==> src/design/scst_pkg.sv <==
// Shared types, codes and constants for the sensor clock tracker.
package scst_pkg;

    // Fixed-point layout and loop constants.
    localparam int TIME_FRAC_BITS = 16;
    localparam int MIN_ANCHORS    = 4;
    localparam int DIV_STEPS      = 96;
    localparam int CFG_DATA_W     = 48;
    localparam int CFG_IDX_W      = 3;

    localparam logic [32:0] GAIN_ONE       = 33'h1_0000_0000;
    localparam logic [32:0] VAR_GAIN_FLOOR = 33'd42949673;
    localparam logic [47:0] MASK48         = 48'hFFFF_FFFF_FFFF;

    // Register values after reset.
    localparam logic [5:0]  RST_COUNTER_BITS = 6'd32;
    localparam logic [47:0] RST_NOMINAL_TICK = 48'h0001_0000_0000;
    localparam logic [31:0] RST_MIN_SCALE    = 32'd1030792151;
    localparam logic [31:0] RST_MAX_SCALE    = 32'd1116691497;
    localparam logic [31:0] RST_PHASE_TC     = 32'd1000000;
    localparam logic [31:0] RST_RATE_TC      = 32'd10000000;
    localparam logic [31:0] RST_MIN_GAP      = 32'd10000;
    localparam logic [31:0] RST_RESID_LIMIT  = 32'd1000;

    // Result status codes.
    typedef enum logic [2:0] {
        ST_OK        = 3'd0,
        ST_INVALID   = 3'd1,
        ST_NONMONO   = 3'd2,
        ST_INTERVAL  = 3'd3,
        ST_SLOPE     = 3'd4,
        ST_RESIDUAL  = 3'd5,
        ST_WRAP      = 3'd6,
        ST_RANGE     = 3'd7
    } t_status;

    // Request kinds.
    typedef enum logic [1:0] {
        REQ_UNWRAP = 2'd0,
        REQ_ANCHOR = 2'd1,
        REQ_MAP    = 2'd2
    } t_req;

    // Configuration register indexes.
    typedef enum logic [CFG_IDX_W-1:0] {
        CFG_COUNTER_BITS = 3'd0,
        CFG_NOMINAL_TICK = 3'd1,
        CFG_MIN_SCALE    = 3'd2,
        CFG_MAX_SCALE    = 3'd3,
        CFG_PHASE_TC     = 3'd4,
        CFG_RATE_TC      = 3'd5,
        CFG_MIN_GAP      = 3'd6,
        CFG_RESID_LIMIT  = 3'd7
    } t_cfg_idx;

    // Sequencer states.
    typedef enum logic [4:0] {
        S_IDLE,
        S_UNWRAP,
        S_AN_CHK,
        S_AN_IVL,
        S_AN_OBS,
        S_AN_LO,
        S_AN_HI,
        S_AN_PRED,
        S_AN_RES,
        S_AN_RSQ,
        S_AN_RG,
        S_AN_PG,
        S_AN_SL,
        S_AN_ADJ,
        S_AN_VAR,
        S_MAP,
        S_MAP_M,
        S_MAP_R,
        S_DONE
    } t_state;

    // Command to the shared multiplier.
    typedef struct packed {
        logic        start;
        logic [63:0] a;
        logic [63:0] b;
    } t_mul_req;

    // Command to the shared divider.
    typedef struct packed {
        logic                 start;
        logic [DIV_STEPS-1:0] num;
        logic [127:0]         den;
    } t_div_req;

endpackage

==> src/design/scst_mul.sv <==
// Shared 64x64 multiplier built from four passes of one 32x32 multiplier.
module scst_mul (
    input  logic               i_clk,
    input  logic               i_rst_n,
    input  scst_pkg::t_mul_req i_req,
    output logic               o_done,
    output logic [127:0]       o_prod
);
    import scst_pkg::*;

    logic [63:0]  r_a;
    logic [63:0]  r_b;
    logic [1:0]   r_idx;
    logic         r_busy;
    logic         r_done;
    logic [127:0] r_acc;
    logic [31:0]  pa;
    logic [31:0]  pb;
    logic [63:0]  pp;
    logic [127:0] ppx;

    // One partial product per pass, weighted by the halves it came from.
    always_comb begin
        pa  = r_idx[0] ? r_a[63:32] : r_a[31:0];
        pb  = r_idx[1] ? r_b[63:32] : r_b[31:0];
        pp  = pa * pb;
        ppx = 128'(pp) << ({6'd0, r_idx[0]} + {6'd0, r_idx[1]}) * 7'd32;
    end

    // Operand capture and accumulation.
    always_ff @(posedge i_clk) begin
        if (!i_rst_n) begin
            r_busy <= 1'b0;
            r_done <= 1'b0;
            r_idx  <= 2'd0;
        end else begin
            r_done <= 1'b0;
            if (i_req.start) begin
                r_a    <= i_req.a;
                r_b    <= i_req.b;
                r_acc  <= '0;
                r_idx  <= 2'd0;
                r_busy <= 1'b1;
            end else if (r_busy) begin
                r_acc <= r_acc + ppx;
                r_idx <= r_idx + 2'd1;
                if (r_idx == 2'd3) begin
                    r_busy <= 1'b0;
                    r_done <= 1'b1;
                end
            end
        end
    end

    assign o_done = r_done;
    assign o_prod = r_acc;
endmodule

==> config.mk <==
export PLATFORM = sky130hd
export DESIGN_NAME = scst_mul
export DESIGN_NICKNAME = d
export VERILOG_FILES = /design/src/design/scst_pkg.sv /design/src/design/scst_mul.sv
export SDC_FILE = /design/constraint.sdc
export NUM_CORES = 2
export LEC_CHECK = 0
export BUFFER_PORTS_ARGS = -buffer_cell sky130_fd_sc_hd__buf_2
export CORE_ASPECT_RATIO = 1.5
export CORE_MARGIN = 2
export CORE_UTILIZATION = 59
export CTS_CLUSTER_DIAMETER = 60
export DETAILED_ROUTE_END_ITERATION = 10
export PLACE_DENSITY_LB_ADDON = 0.25
export SETUP_SLACK_MARGIN = 0.3
export SKIP_LAST_GASP = 1
export SYNTH_ARGS = -nofsm -noshare
export SYNTH_HDL_FRONTEND = slang
export SYNTH_SLANG_ARGS = --single-unit
export TNS_END_PERCENT = 20
==> constraint.sdc <==
create_clock -name i_clk -period 10.5 [get_ports i_clk]
set_input_delay 0.525 -clock i_clk [delete_from_list [all_inputs] [get_ports i_clk]]
set_output_delay 0.525 -clock i_clk [all_outputs]
set_load 0.05 [all_outputs]
# Word-level counts from Yosys, hierarchy flattened
# Index checks and enable logic that the tools add are counted.
# word_totals
reg_bits	260
latch_bits	0
ram_bits	0
romBits	0
input_bits	131
out_inout_bits	129
wordCells	26
n_memories	0
# classes
n_addsub	3
multipliers	1
div	0
order_cmp	0
n_eq_ne	1
n_shift	1
muxes	7
bitwise	2
reduce_logical	5
# op_table
op	count
$add 128x128->128	1
$mux 128	1
$shl 64x7->128	1
$mul 32x32->64	1
$mux 32	2
$mux 1	4
$reduce_and 2->1	2
$reduce_or 3->1	1
$add 1x1->2	1
$add 2x1->2 const B	1
$eq 2x2->1 const B	1
$not 1->1	2
$reduce_bool 2->1	1
$reduce_or 2->1	1

# Logic depth before layout (Yosys ltp)
# logic_depth
depth_word	5
mapped_depth	48
ltp_nobuf	42

# Worst setup path before layout
# OpenSTA, ideal clock, no wires.
# synth_path
path_type	register to register
start	register r_idx[1]
end	register r_acc[121], in the netlist o_prod[121] (data pin)
setup_time_ns	0.266
arrival_ns	11.094
t_required_ns	10.234
setup_slack_ns	-0.859
stages_incl_launch_ff	46
path_buffers	5
period_less_slack_ns	11.359
cell_sequence	dfxtp_1 clkbuf_1 buf_1 clkbuf_1 mux2i_1 clkbuf_1 nor2_1 fa_1 inv_1 fa_1 inv_1 fa_1 fa_1 fa_1 fa_1 fa_1 inv_1 fa_1 [... 10 more ...] a311oi_1 a311oi_1 xor2_1 o22ai_1 ha_1 clkbuf_1 a21oi_1 o21ai_0 a21oi_1 o221ai_1 a211o_1 a21oi_1 nor2_1 nor3_1 o21ai_1 a21oi_1 xor2_1 nor2_1
# synth_via
elab_chain_len	5
elab_cells_between_ends	6
cone_classes	add/sub: 2; mul: 1; shift: 1; mux: 2
# synth_lines
item	line_no	text
start, declared	scst_mul.sv:13	logic [1:0] r_idx;
start signal, assigned	scst_mul.sv:46	r_idx <= r_idx + 2'd1;
$mux 32	scst_mul.sv:25	pb = r_idx[1] ? r_b[63:32] : r_b[31:0];
$mul 32x32->64	scst_mul.sv:26	pp = pa * pb;
$shl 64x7->128 *	scst_mul.sv:27	ppx = 128'(pp) << ({6'd0, r_idx[0]} + {6'd0, r_idx[1]}) * 7'd32;
$add 128x128->128 *	scst_mul.sv:45	r_acc <= r_acc + ppx;
$mux 128 *	scst_mul.sv:44	end else if (r_busy) begin
end signal, assigned	scst_mul.sv:45	
end, declared	scst_mul.sv:16	logic [127:0] r_acc;
# Mark *: on every way between the ends. The rest lies on a longest branch, timed or not. The select of a mux whose other input is x is not followed.
# A chain may end at the register's enable or synchronous reset.

# Worst setup path after layout
# layout_path
start	register r_idx[0]
end	register r_acc[125], in the netlist o_prod[125] (data pin)
# layout_via
elab_chain_len	5
elab_cells_between_ends	6
cone_classes	add/sub: 2; mul: 1; shift: 1; mux: 2
# layout_lines
item	line_no	text
$mux 32	scst_mul.sv:24	pa = r_idx[0] ? r_a[63:32] : r_a[31:0];
$mul 32x32->64	scst_mul.sv:26	
$shl 64x7->128 *	scst_mul.sv:27	
$add 128x128->128 *	scst_mul.sv:45	
$mux 128 *	scst_mul.sv:44	
# Marks and branches as above.

==> impl_metrics.tcl <==
set metrics [dict create \
    outcome "complete, but fails checks" \
    failed_checks "setup timing" \
    synth-edff-count 256 \
    yosysSeqAreaShare 0.152 \
    min-delay-start "i_req[30]" \
    globalRouteMet3Util 0.118 \
    cp_max_fo 5 \
    syn_avg_cell_area_um2 8.97 \
    fin_skew_ns 0.0271 \
    rsz0062_at_grt "true" \
    min_period_ns 11.43 \
    gr-usage-met1 0.487 \
    reg2reg_slack_ns -0.93 \
    die_w_um 244 \
    grt_start_max_net_pins 83 \
    tritoncts "done" \
    crit_top_cell "buf_4" \
    vias 49200 \
    h-tree-depth 2 \
    syn_nets 7116 \
    nets 8457 \
    grt_use_met2 0.787 \
    crit_path_end_kind "flip-flop" \
    grt-ovfl-total 0 \
    cts_buffer_depth 3 \
    grt_antenna_before_repair 32 \
    r2r_cells 46 \
    drt_iter0_markers 3803 \
    whs_ns 0.0790 \
    crit_type "flip-flop to flip-flop" \
    start_kind "flip-flop" \
    routed_wl_um 212000 \
    worst_hold_path.endpoint "r_b[30]$_DFFE_PP_" \
    initial_utilization 0.594 \
    area_growth_syn_to_layout_pct 32.4 \
    setup_tns_ns -49.23 \
    max_freq_mhz 87.5 \
    hold_viol_final 0 \
    slew_viol_final 0 \
    cp.arrival_ns 11.77 \
    cts_sinks 260 \
    dieArea_mm2 0.0890 \
    clock_latency_ns 0.62 \
    worst_hold_path.num_cells 1 \
    routedWlPerCell_um 25.8 \
    hp-class "input port to flip-flop" \
    drt_first_pass_iters 8 \
    worst_pin_slew_ns 1.42 \
    clkTransAtPathRegs_ns 0.07 \
    detail_route.vias_per_cell 5.98 \
    nFillCells 5849 \
    timing.rr.start "r_idx[0]$_SDFFE_PP0P_" \
    drive_gt1_frac 0.297 \
    grt_pass1_vias 52200 \
    grt_usage 0.476 \
    synth-main-ff-cell "edfxtp_1" \
    portBuffers 259 \
    reg2reg_to "o_prod[125]$_SDFFCE_PP0P_" \
    cts-hold-fix-buffers 0 \
    period_share 1.09 \
    drv_cap 0 \
    setup_viol 86 \
    place_congestion 1.07 \
    yosysWarningCount 0 \
    slowest_stage "fa_2" \
    cts_buffers 40 \
    syn_area_mm2 0.0511 \
    io_pins 260 \
    drc 0 \
    busiest_layer "met2" \
    detail-route-antenna-nets 0 \
    cpPeakStageDelay_ns 0.58 \
    final.setup.worst_slack_ns -0.930 \
    die_y_um 364 \
    synthArstFlopShare 0 \
    yosysUniqueCellTypes 86 \
    final_common_cell "buf_4" \
    core_mm2 0.0860 \
    placementRows 132 \
    layout_common_cells "1202 x buf_4, 890 x inv_1, 850 x fa_1" \
    ys_seq_elements 260 \
    cts_root_buf "clkbuf_16" \
    synth_cells 5697 \
    slew_headroom 0.0394 \
    dp_hpwl_um 172000 \
    grt_pass1_wl_um 310000 \
    worstPathRequired_ns 10.84 \
]
-- worst max path at each step --
stage                                     start                   endpoint  slack (ns)  depth (start not counted)
after floorplan           r_idx[1]$_SDFFE_PP0P_  o_prod[113]$_SDFFCE_PP0P_        0.30                         41
after global placement    r_idx[0]$_SDFFE_PP0P_  o_prod[122]$_SDFFCE_PP0P_       -1.04                         45
after detailed placement  r_idx[0]$_SDFFE_PP0P_  o_prod[121]$_SDFFCE_PP0P_       -1.11                         45
after CTS                 r_idx[0]$_SDFFE_PP0P_  o_prod[113]$_SDFFCE_PP0P_       -0.79                         46
after global routing      r_idx[0]$_SDFFE_PP0P_  o_prod[124]$_SDFFCE_PP0P_       -1.28                         48
final                     r_idx[0]$_SDFFE_PP0P_  o_prod[125]$_SDFFCE_PP0P_       -0.93                         46
-- registers in the layout (all words and copies together), names as in the netlist --
register  flops
r_idx         2
o_prod      128
r_a          64
o_done        1
r_b          64
r_busy        1
-- worst max-delay path, delay by kind of cell (launching register included) --
family / cells / cell delay [ns]
flops: 1 / 0.41
simple gates: 4 / 0.62
compound gates: 16 / 2.80
fa+ha+maj: 10 / 4.61
xor+xnor: 2 / 0.48
mux: 1 / 0.36
buf+inv: 13 / 1.86
-- kinds of logic (layout without fill, tap and decap cells) --
family | after synthesis | after routing | share of synthesized area
compound gates | 799 | 799 | 0.101
flops | 260 | 260 | 0.152
fa+ha+maj | 1288 | 1288 | 0.447
mux | 146 | 147 | 0.0303
other cells | 0 | 14 | 0
buf+inv | 1201 | 2572 | 0.0889
xor+xnor | 182 | 182 | 0.0312
simple gates | 1821 | 1821 | 0.150
-- synth_stat cells (30+ instances only) --
cell	number	area, um2
inv_1	900	3380
fa_1	897	18000
nor2_1	878	3300
nand2_1	605	2270
ha_1	391	4890
a21oi_1	265	1330
clkbuf_1	259	972
edfxtp_1	256	7690
o21ai_0	127	636
a21o_1	120	901
xnor2_1	104	911
nand4_1	86	538
xor2_1	78	683
mux2i_1	75	751
mux2_2	71	800
nor3_1	50	250
and2_1	48	300
o21bai_1	45	338
nor2b_1	30	188
-- layout make-up --
type                       instances  area [um2]  area share
antenna                           14        35.0    0.000518
clock buffer                      43        1010      0.0150
clock inverter                    30         345     0.00510
inverter                         901        3380      0.0500
multi-input combinational       4237       41100       0.607
sequential                       260        7770       0.115
tap                             1139        1430      0.0211
timing repair buffer            1598       12600       0.186
-- through the flow --
step / std cells / instance area (um2) / utilization / setup WS (ns)
finish: 8222 / 67700 / 0.787 / -0.930
global route: 8209 / 67600 / 0.786 / -1.28
CTS: 8160 / 66100 / 0.768 / -0.790
detailed placement: 8015 / 63100 / 0.733 / -1.11
global placement: 8015 / 63100 / 0.733 / -1.04
floorplan: 5697 / 52000 / - / 0.301
-- metal layers --
metal | wire length, um | part of all wire
met3 | 20800 | 0.098
met2 | 98200 | 0.46
met4 | 27800 | 0.13
met1 | 65100 | 0.31
met5 | 187 | 0.00088
-- timing repair --
item	in CTS	in global routing
setup endpoints to repair	92	101
gates cloned	7	1
pin swaps	55	132
resized for setup	186	250
buffers inserted	65	47
Power is left out: the tool's default activity adds up to more than one toggle a clock period on the data nets, which glitch-free logic cannot reach.
