**src/design/scst_pkg.sv**
```systemverilog
// Shared types, codes and constants for the sensor clock tracker.
package scst_pkg;

    // Fixed-point layout and loop constants.
    localparam int TIME_FRAC_BITS = 16;
    localparam int MIN_ANCHORS    = 4;
    localparam int DIV_STEPS      = 96;
    localparam int CFG_DATA_W     = 48;
    localparam int CFG_IDX_W      = 3;

    localparam logic [32:0] GAIN_ONE       = 33'h1_0000_0000;
    localparam logic [32:0] VAR_GAIN_FLOOR = 33'd42949673;
    localparam logic [47:0] MASK48         = 48'hFFFF_FFFF_FFFF;

    // Register values after reset.
    localparam logic [5:0]  RST_COUNTER_BITS = 6'd32;
    localparam logic [47:0] RST_NOMINAL_TICK = 48'h0001_0000_0000;
    localparam logic [31:0] RST_MIN_SCALE    = 32'd1030792151;
    localparam logic [31:0] RST_MAX_SCALE    = 32'd1116691497;
    localparam logic [31:0] RST_PHASE_TC     = 32'd1000000;
    localparam logic [31:0] RST_RATE_TC      = 32'd10000000;
    localparam logic [31:0] RST_MIN_GAP      = 32'd10000;
    localparam logic [31:0] RST_RESID_LIMIT  = 32'd1000;

    // Result status codes.
    typedef enum logic [2:0] {
        ST_OK        = 3'd0,
        ST_INVALID   = 3'd1,
        ST_NONMONO   = 3'd2,
        ST_INTERVAL  = 3'd3,
        ST_SLOPE     = 3'd4,
        ST_RESIDUAL  = 3'd5,
        ST_WRAP      = 3'd6,
        ST_RANGE     = 3'd7
    } t_status;

    // Request kinds.
    typedef enum logic [1:0] {
        REQ_UNWRAP = 2'd0,
        REQ_ANCHOR = 2'd1,
        REQ_MAP    = 2'd2
    } t_req;

    // Configuration register indexes.
    typedef enum logic [CFG_IDX_W-1:0] {
        CFG_COUNTER_BITS = 3'd0,
        CFG_NOMINAL_TICK = 3'd1,
        CFG_MIN_SCALE    = 3'd2,
        CFG_MAX_SCALE    = 3'd3,
        CFG_PHASE_TC     = 3'd4,
        CFG_RATE_TC      = 3'd5,
        CFG_MIN_GAP      = 3'd6,
        CFG_RESID_LIMIT  = 3'd7
    } t_cfg_idx;

    // Sequencer states.
    typedef enum logic [4:0] {
        S_IDLE,
        S_UNWRAP,
        S_AN_CHK,
        S_AN_IVL,
        S_AN_OBS,
        S_AN_LO,
        S_AN_HI,
        S_AN_PRED,
        S_AN_RES,
        S_AN_RSQ,
        S_AN_RG,
        S_AN_PG,
        S_AN_SL,
        S_AN_ADJ,
        S_AN_VAR,
        S_MAP,
        S_MAP_M,
        S_MAP_R,
        S_DONE
    } t_state;

    // Command to the shared multiplier.
    typedef struct packed {
        logic        start;
        logic [63:0] a;
        logic [63:0] b;
    } t_mul_req;

    // Command to the shared divider.
    typedef struct packed {
        logic                 start;
        logic [DIV_STEPS-1:0] num;
        logic [127:0]         den;
    } t_div_req;

endpackage

```
**src/design/scst_div.sv**
```systemverilog
// Shared restoring divider: one quotient bit per cycle.
module scst_div (
    input  logic                             i_clk,
    input  logic                             i_rst_n,
    input  scst_pkg::t_div_req               i_req,
    output logic                             o_done,
    output logic [scst_pkg::DIV_STEPS-1:0]   o_quo
);
    import scst_pkg::*;

    localparam int CNT_W = $clog2(DIV_STEPS);

    logic [127:0]           r_rem;
    logic [127:0]           r_den;
    logic [DIV_STEPS-1:0]   r_q;
    logic [CNT_W-1:0]       r_cnt;
    logic                   r_busy;
    logic                   r_done;
    logic [127:0]           sh;
    logic                   ge;

    // Bring down the next numerator bit and try a subtract.
    always_comb begin
        sh = {r_rem[126:0], r_q[DIV_STEPS-1]};
        ge = (sh >= r_den);
    end

    always_ff @(posedge i_clk) begin
        if (!i_rst_n) begin
            r_busy <= 1'b0;
            r_done <= 1'b0;
            r_cnt  <= '0;
        end else begin
            r_done <= 1'b0;
            if (i_req.start) begin
                r_rem  <= '0;
                r_q    <= i_req.num;
                r_den  <= i_req.den;
                r_cnt  <= CNT_W'(DIV_STEPS - 1);
                r_busy <= 1'b1;
            end else if (r_busy) begin
                r_rem <= ge ? sh - r_den : sh;
                r_q   <= {r_q[DIV_STEPS-2:0], ge};
                r_cnt <= r_cnt - 1'b1;
                if (r_cnt == '0) begin
                    r_busy <= 1'b0;
                    r_done <= 1'b1;
                end
            end
        end
    end

    assign o_done = r_done;
    assign o_quo  = r_q;
endmodule
```
**config.mk**
```make
export PLATFORM = sky130hd
export DESIGN_NAME = scst_div
export DESIGN_NICKNAME = d
export VERILOG_FILES = /design/src/design/scst_pkg.sv /design/src/design/scst_div.sv
export SDC_FILE = /design/constraint.sdc
export NUM_CORES = 1
export LEC_CHECK = 0
export BUFFER_PORTS_ARGS = -buffer_cell sky130_fd_sc_hd__buf_4
export CAP_MARGIN = 20
export CORE_MARGIN = 5
export CORE_UTILIZATION = 61
export CTS_BUF_LIST = sky130_fd_sc_hd__clkbuf_8
export CTS_CLUSTER_DIAMETER = 120
export DETAILED_ROUTE_END_ITERATION = 16
export PLACE_DENSITY = 0.84
export SETUP_SLACK_MARGIN = 0.5
export SKIP_LAST_GASP = 1
export SYNTH_ARGS = -nofsm -noshare
export SYNTH_HDL_FRONTEND = slang
export SYNTH_SLANG_ARGS = --single-unit
```
**constraint.sdc**
```tcl
create_clock -name i_clk -period 17 [get_ports i_clk]
set_clock_uncertainty 0.05 [all_clocks]
set_input_delay 3.4 -clock i_clk [delete_from_list [all_inputs] [get_ports i_clk]]
set_output_delay 3.4 -clock i_clk [all_outputs]
set_load 0.01 [all_outputs]
```
======== After elaboration in Yosys (flattened, before gate mapping) ========
Index checks and enable logic that the tools add are counted.
cells by class
  add/sub/neg operators ................... 2
  muxes and demuxes ....................... 10
  reductions and logical operators ........ 6
  bitwise logic cells ..................... 2
  magnitude comparators ................... 1
operators by type and width
  kind                   count
  $mux W127              2
  $mux W96               2
  $ge A128 B128 Y1       1
  $sub A127 B127 Y127    1
  $mux W7                2
  $logic_not A7 Y1       1
  $sub A7 B1 Y7 const B  1
  $mux W1                4
  $reduce_and A2 Y1      2
  $reduce_or A3 Y1       1
  $not A1 Y1             2
  $reduce_bool A2 Y1     1
  $reduce_or A2 Y1       1
storage, ports and cells
  output and inout port bits .............. 97
  register bits ........................... 360
  input bits .............................. 227
  logic and storage cells ................. 28

======== Logic depth before layout (Yosys ltp) ========
Gate-level depths: netlist of the first run.
  depth after elaboration ................. 4
  mapped depth ............................ 17
  gate-level depth less buffers ........... 14

======== Worst setup path after synthesis of the first run ========
OpenSTA, ideal clock, no wires.
  kind .................................... input port to flip-flop
  from .................................... input port i_req[224] (netlist bit)
  to ...................................... register r_q[0] (netlist: o_quo[0]), enable pin
  arrival ................................. 8.681 ns
  library setup time ...................... 0.605 ns
  stages .................................. 2
  path buffers ............................ 1
  path slack .............................. 7.665 ns
  required time ........................... 16.345 ns
  path through ............................ clkbuf_1 > o21a_1
between the ends
  cells in the longest elaborated chain, start to end .. 2
RTL lines
  what                                 RTL line        text
  from (decl)                          scst_div.sv:5   input scst_pkg::t_div_req i_req,
  $reduce_bool A2 Y1 (no source line)  n/a
  $reduce_and A2 Y1 (no source line)   n/a
  to (signal assigned)                 scst_div.sv:37  r_q <= i_req.num;
  to (signal assigned)                 scst_div.sv:43  r_q <= {r_q[DIV_STEPS-2:0], ge};
  to (decl)                            scst_div.sv:15  logic [DIV_STEPS-1:0] r_q;
No other way between the ends.
A chain may end at the register's enable or synchronous reset.

======== Final worst setup path of the first run ========
  from .................................... input port i_req[224] (netlist bit)
  to ...................................... register r_q[5] (netlist: o_quo[5]), enable pin
Same word-level chain as after synthesis.

==> results of run 1 <==
[registers in the layout, summed over array words and instances (netlist names)]
register  count
r_rem       127
o_quo        96
r_busy        1
o_done        1
r_den       128
r_cnt         7
[per-stage QoR]
| stage | total power, uW | hold slack [ns] | worst slack, ns | util (%) | cell area (sq um) |
|---|---|---|---|---|---|
| floorplan | 1690 | 0.479 | 7.66 | - | 22900 |
| global placement | 1900 | 0.491 | 11.01 | 68.5 | 25600 |
| detailed placement | 1920 | 0.500 | 10.85 | 68.5 | 25600 |
| CTS | 2740 | 0.518 | 11.64 | 71.8 | 26900 |
| global route | 2880 | 0.550 | 11.45 | 71.8 | 26900 |
| finish | 2740 | 0.512 | 11.52 | 71.8 | 26900 |
[area by class of cell]
cell class / instances / area, sq um
inverters: 172 / 648
clock buffers: 63 / 867
multi-input cells: 1723 / 11100
clock inverters: 45 / 393
fillers: 2704 / 10500
well taps: 511 / 639
repair buffers: 334 / 2510
flip-flops and latches: 360 / 10700
[final timing paths]
| path | endpoint | cells after the start | slack, ns | startpoint |
|---|---|---|---|---|
| worst max-delay path | o_quo[5] | 3 | 11.52 | i_req[224] |
| worst min-delay path | r_rem[105] | 2 | 0.51 | r_rem[104] |
| worst max register to register | r_rem[122] | 13 | 12.25 | r_rem[80] |
| worst min register to register | r_rem[105] | 2 | 0.51 | r_rem[104] |
[report_power, final]
group          switching, uW  leakage (uW)  internal, uW
combinational            502       0.00685           311
clock                    366      0.000711           451
sequential              38.4       0.00344          1070
total                    907        0.0110          1830
[layer usage]
layer | global-route usage (%) | wire (microns) | part of all wire [%] | vias to the layer above
met5 | 0 | 0 | 0 | -
met2 | 51.2 | 31700 | 49 | 918
met3 | 6.09 | 5450 | 8.4 | 170
met4 | 10.0 | 2220 | 3.4 | 0
li1 | - | - | - | 9212
met1 | 39.0 | 25900 | 40 | 9291
[cell usage after synthesis, types with 6 or more instances]
cell	count	share of area, %
a21oi_1	285	6.2
mux2i_1	6	0.26
o31ai_1	12	0.39
ha_1	130	7.1
o31a_1	7	0.27
xnor2_1	64	2.4
nand3_1	29	0.63
o211ai_1	7	0.23
o21bai_1	30	0.98
o21ai_0	144	3.1
edfxtp_1	351	46
dfxtp_1	9	0.79
and4_1	8	0.31
nand2_1	212	3.5
or2_2	7	0.19
or3_1	6	0.16
nor2_1	266	4.4
nor4_1	17	0.46
clkbuf_1	61	1.0
nor3_1	31	0.68
nand2b_1	10	0.27
nor2b_1	8	0.22
and3_1	7	0.19
a21o_1	39	1.3
o21ai_1	13	0.28
a31oi_1	17	0.46
inv_1	172	2.8
nand4_1	71	1.9
xor2_1	56	2.1
a21boi_0	15	0.49
mux2_2	95	4.7
a211oi_1	14	0.46
buf_2	49	1.1
o21a_1	29	0.95
[tightest hold or removal path, cell delays in order, from the launching register on]
cell and delay (ns):
edfxtp_1 0.35, nand2_1 0.05, o21ai_0 0.06
[cell families after synthesis]
logic type	after synthesis	synth area share, %
multiplexers	101	4.93
AO/OA/AOI/OAI	676	17.9
AND/OR/NAND/NOR	695	13.7
flip-flops	360	46.7
XOR/XNOR	120	4.58
adder cells (fa/ha/maj)	131	7.18
buffers and inverters	289	5.02
==> out/qor.yml, run 1 <==
outcome:
  status: "finished, final reports clean"
critical_path:
  cp_slowest_cell: "buf_4"
  critPathKind: "primary input to flop"
  end_kind: "flop"
  required_ns: 17.23
  start_kind: "primary input"
  critPathBufInv: 2
  cpPeakStageDelay_ns: 0.97
  path_cells: "buf_6, o21a_4, buf_4"
  cp_max_fo: 85
  cp.arrival_ns: 5.71
  cp_top_family: "buffers and inverters"
clocking:
  cts_resized: 0
  cts.hold.buffers_added: 0
  cts_buffers: 60
  cts.sinks: 360
  clock_latency_ns: 0.67
  post_cts_buffers: 0
  cts.path.max_buffers: 3
  clockRootBuffer: "clkbuf_8"
  clk_pin_slew_ns: 0.06
  cts_tree: "built"
  cts_htree_levels: 2
finish:
  layout-drive-gt1-share_pct: 20.0
  final_cells: 3208
  fin_nets: 3009
  final_cell_mix: "edfxtp_1, buf_4, a21oi_1"
  layout_commonest_cell: "edfxtp_1"
  syn2layout_area_growth_pct: 17.1
  num_antenna_cells: 0
place:
  place.gp.congestion: 1.04
  dp.cells: 3100
  io_buffers: 323
  hpwl_microns: 48900
min_path:
  min_path_type: "flop to flop"
floorplan:
  die-area_sq_um: 41600
  ios: 324
  core_region_area_sq_um: 37400
  die_y_microns: 204
  rows: 71
  fp.dieW_microns: 204
  start_util_pct: 61.3
timing:
  tightest_slew_ns: 1.11
  tns_ns: 0
  rsz0062_at_grt: "false"
  max_freq_mhz: 183
  slew_viol_final: 0
  finalSetupViolCount: 0
  min_period_ns: 5.48
  final_hold_viol_count: 0
  max-slew-margin-rel_pct: 25.9
  min_period_over_period_pct: 32.2
power_and_ir_drop:
  vdd_ir_drop_max_mv: 0.0943
  powerDensity_nw_per_um2: 102
  leakagePower_uw: 0.0110
route:
  wl_per_cell_microns: 20.4
  routed_wl_microns: 65300
  drtIter0Drc: 1825
  ant_nets: 0
  dr.pass1.iters: 6
  vias: 19600
  route.detailed.drc: 0
  vias_per_cell: 6.11
global_route:
  grt_max_degree: 86
  grt_usage_pct: 30.2
  gr-total-overflow: 0
  antenna_found_initial: 0
  grt_pass1_vias: 19500
  grt_pass1_wl_microns: 102000
yosys:
  yosys_warnings: 0
  syn_inst: 2372
  async_flop_share_pct: 0
  syn_area_sq_um: 22900
  yosysUniqueCellTypes: 79
  ys_ff_latch: 360
  synth_nets: 2730
  synth-edff-count: 351
  synth-main-ff-cell: "edfxtp_1"
  seq_area_frac_synth_pct: 46.7
  syn_avg_cell_area_sq_um: 9.67
flow_run:
  drv_cap: 0
Power figures use the tool's default switching activity.
==> run 2, diff against run 1 <==
Settings changed: CORE_UTILIZATION 61 to 60, PLACE_DENSITY 0.84 to 0.83.
Clock period 17 ns to 5.7 ns, I/O delays scaled along.
==> run 2 against run 1 <==
Effect of this change:
- total power rose to 2.9 times the previous value
- sequential share of layout area up 0.052 points
- clock power grew to 2.8 times the previous value
- first-iteration DRC count decreased by 4.3%
- combinational power rose to 3.0 times the previous value
- critical path depth grew 10
- via count is essentially flat
- final area shrank 0.13%
- sequential cell count unchanged
- hold slack improved by 0.021 ns
- global-route usage up 1.1 points
- cell count about the same
- critical endpoint is now r_rem[53]
==> out/qor.yml, run 2 (synthesized netlist as in run 1, its figures left out) <==
finish:
  num_antenna_cells: 0  # unchanged
  fin_nets: 3011  # was 3009
  final_area_sq_um: 26800  # was 26900 sq um
  final_cell_mix: "edfxtp_1, buf_4, a21oi_1"  # unchanged
  layout_commonest_cell: "edfxtp_1"  # unchanged
  syn2layout_area_growth_pct: 16.9  # was 17.1%
  fill_cells: 2908  # was 2704
  top_register: "r_den"  # unchanged
  layout-drive-gt1-share_pct: 20.0  # about the same
  largest_reg_flops: 128  # unchanged
outcome:
  status: "finished, final reports clean"  # unchanged
place:
  place.gp.congestion: 1.01  # was 1.04
  dpl_cell_area_sq_um: 25700  # was 25600 sq um
  io_buffers: 323  # unchanged
  hpwl_microns: 51200  # was 48900 microns
  detailedPlace.worstSlack_ns: 1.13  # was 10.85 ns
route:
  routed_wl_microns: 67900  # was 65300 microns
  ant_nets: 0  # unchanged
  route.detailed.drc: 0  # unchanged
  dr.pass1.iters: 6  # unchanged
  wl_per_cell_microns: 21.1  # was 20.4 microns
  vias_per_cell: 6.10  # was 6.11
  drtIter0Drc: 1746  # was 1825
  vias: 19600  # about the same
global_route:
  antenna_found_initial: 0  # unchanged
  grt_usage_pct: 31.3  # was 30.2%
  grt_max_degree: 95  # was 86
  grt_pass1_vias: 19600  # was 19500
  gr-total-overflow: 0  # unchanged
  grt_pass1_wl_microns: 105000  # was 102000 microns
critical_path:
  path_cells: "ha_1, a21oi_1, o21bai_1, a21o_1, a21oi_1, o21ai_0, a21oi_1, a21boi_0, or2_4, buf_4, nor2_1, a21oi_1, nor2_1"  # was buf_6, o21a_4, buf_4
  cp.arrival_ns: 5.01  # was 5.71 ns
  critPathBufInv: 1  # was 2
  cp_common_cell: "a21oi_1"
  required_ns: 6.05  # was 17.23 ns
  cp_slowest_cell: "or2_4"  # was buf_4
  cp_max_fo: 63  # was 85
  end_kind: "flop"  # unchanged
  cp_top_family: "compound AO/OA/AOI/OAI gates"  # was buffers and inverters
  critPathKind: "flop to flop"  # was primary input to flop
  cpPeakStageDelay_ns: 0.73  # was 0.97 ns
  start_kind: "flop"  # was primary input
timing:
  max_freq_mhz: 214
  min_period_over_period_pct: 81.8
  tightest_slew_ns: 1.16  # was 1.11 ns
  finalSetupViolCount: 0  # unchanged
  min_period_ns: 4.66
  layout_setup_ws_ns: 1.04  # was 11.52 ns
  tns_ns: 0  # unchanged
  rsz0062_at_grt: "false"  # unchanged
  whs_ns: 0.534  # was 0.512 ns
  final_hold_viol_count: 0  # unchanged
  max-slew-margin-rel_pct: 22.5  # was 25.9%
  slew_viol_final: 0  # unchanged
clocking:
  clock_latency_ns: 0.69  # was 0.67 ns
  cts.sinks: 360  # unchanged
  cts_buffers: 59  # was 60
  cts.path.max_buffers: 3  # unchanged
  post_cts_buffers: 0  # unchanged
  cts.hold.buffers_added: 0  # unchanged
  cts_resized: 0  # unchanged
  cts_htree_levels: 2  # unchanged
  cts_tree: "built"  # unchanged
  clockRootBuffer: "clkbuf_8"  # unchanged
  clk_pin_slew_ns: 0.06  # about the same
floorplan:
  die-area_sq_um: 42200  # was 41600 sq um
  start_util_pct: 60.9  # was 61.3%
  die_y_microns: 206  # was 204 microns
  rows: 71  # unchanged
  fp.dieW_microns: 206  # was 204 microns
  core_region_area_sq_um: 37700  # was 37400 sq um
  ios: 324  # unchanged
power_and_ir_drop:
  vdd_ir_drop_max_mv: 0.251  # was 0.0943 mV
  p_switching_uw: 2740  # was 907 uW
  powerDensity_nw_per_um2: 299  # was 102 nW/um^2
  p_comb_share_pct: 30.7  # was 29.7%
  seq_power_share_pct: 41.2  # was 40.5%
  switching_share_pct: 34.1  # was 33.1%
  p_total_uw: 8010  # was 2740 uW
  power_frac_clock_pct: 28.1  # was 29.8%
  p_int_uw: 5280  # was 1830 uW
  leakagePower_uw: 0.0110  # about the same
flow_run:
  drv_cap: 0  # unchanged
min_path:
  min_path_type: "flop to flop"  # unchanged
## run 2: changes by cell type in the layout (fill, tap and decap cells not counted), moves of 2 or more
cell / change
buf_12: +4
bufinv_16: -4
clkinv_1: +5
clkinv_2: +3
inv_1: -2
## run 2: metal layers
layer	vias up	share of wire, %	GRT usage, %
met5	-	0	0
met4	0	3.4	10.4
met3	178	7.9	6.52
met2	863	48	52.8
li1	9231	-	-
met1	9321	40	40.4
## run 2: worst paths after layout
kind                                 start         to  slack [ns]  cells past startpoint
worst max-delay path            r_rem[120]  r_rem[53]        1.04                     13
worst min-delay path             r_rem[80]  r_rem[81]        0.53                      2
worst max register to register  r_rem[120]  r_rem[53]        1.04                     13
worst min register to register   r_rem[80]  r_rem[81]        0.53                      2
## run 2: layout make-up
class,instances,area (sq um),share of cell area (%)
flip-flops and latches,360,10700,40.0
repair buffers,337,2580,9.63
inverters,172,648,2.42
clock buffers,62,853,3.18
clock inverters,46,294,1.10
well taps,511,639,2.38
multi-input cells,1723,11100,41.3
## run 2: worst reg2reg max path, cell delays in order (launching register included)
cell and delay (ns):
edfxtp_1 0.41, ha_1 0.42, a21oi_1 0.42, o21bai_1 0.13
a21o_1 0.24, a21oi_1 0.14, o21ai_0 0.10, a21oi_1 0.30
a21boi_0 0.43, or2_4 0.73, buf_4 0.61, nor2_1 0.18
a21oi_1 0.16, nor2_1 0.06
## run 2: power by group through the flow
stage,registers [uW],clock network [uW],logic (uW)
floorplan,3350,0,1680
global placement,3340,0,2350
detailed placement,3350,0,2410
CTS,3300,2280,2420
global route,3320,2410,2700
finish,3300,2250,2460
## run 2: per-stage QoR
step	util, %	instances
after floorplan	-	2372
final	71.2	3211
after detailed placement	68.2	3103
after global placement	68.2	3103
after CTS	71.2	3211
after global routing	71.2	3211
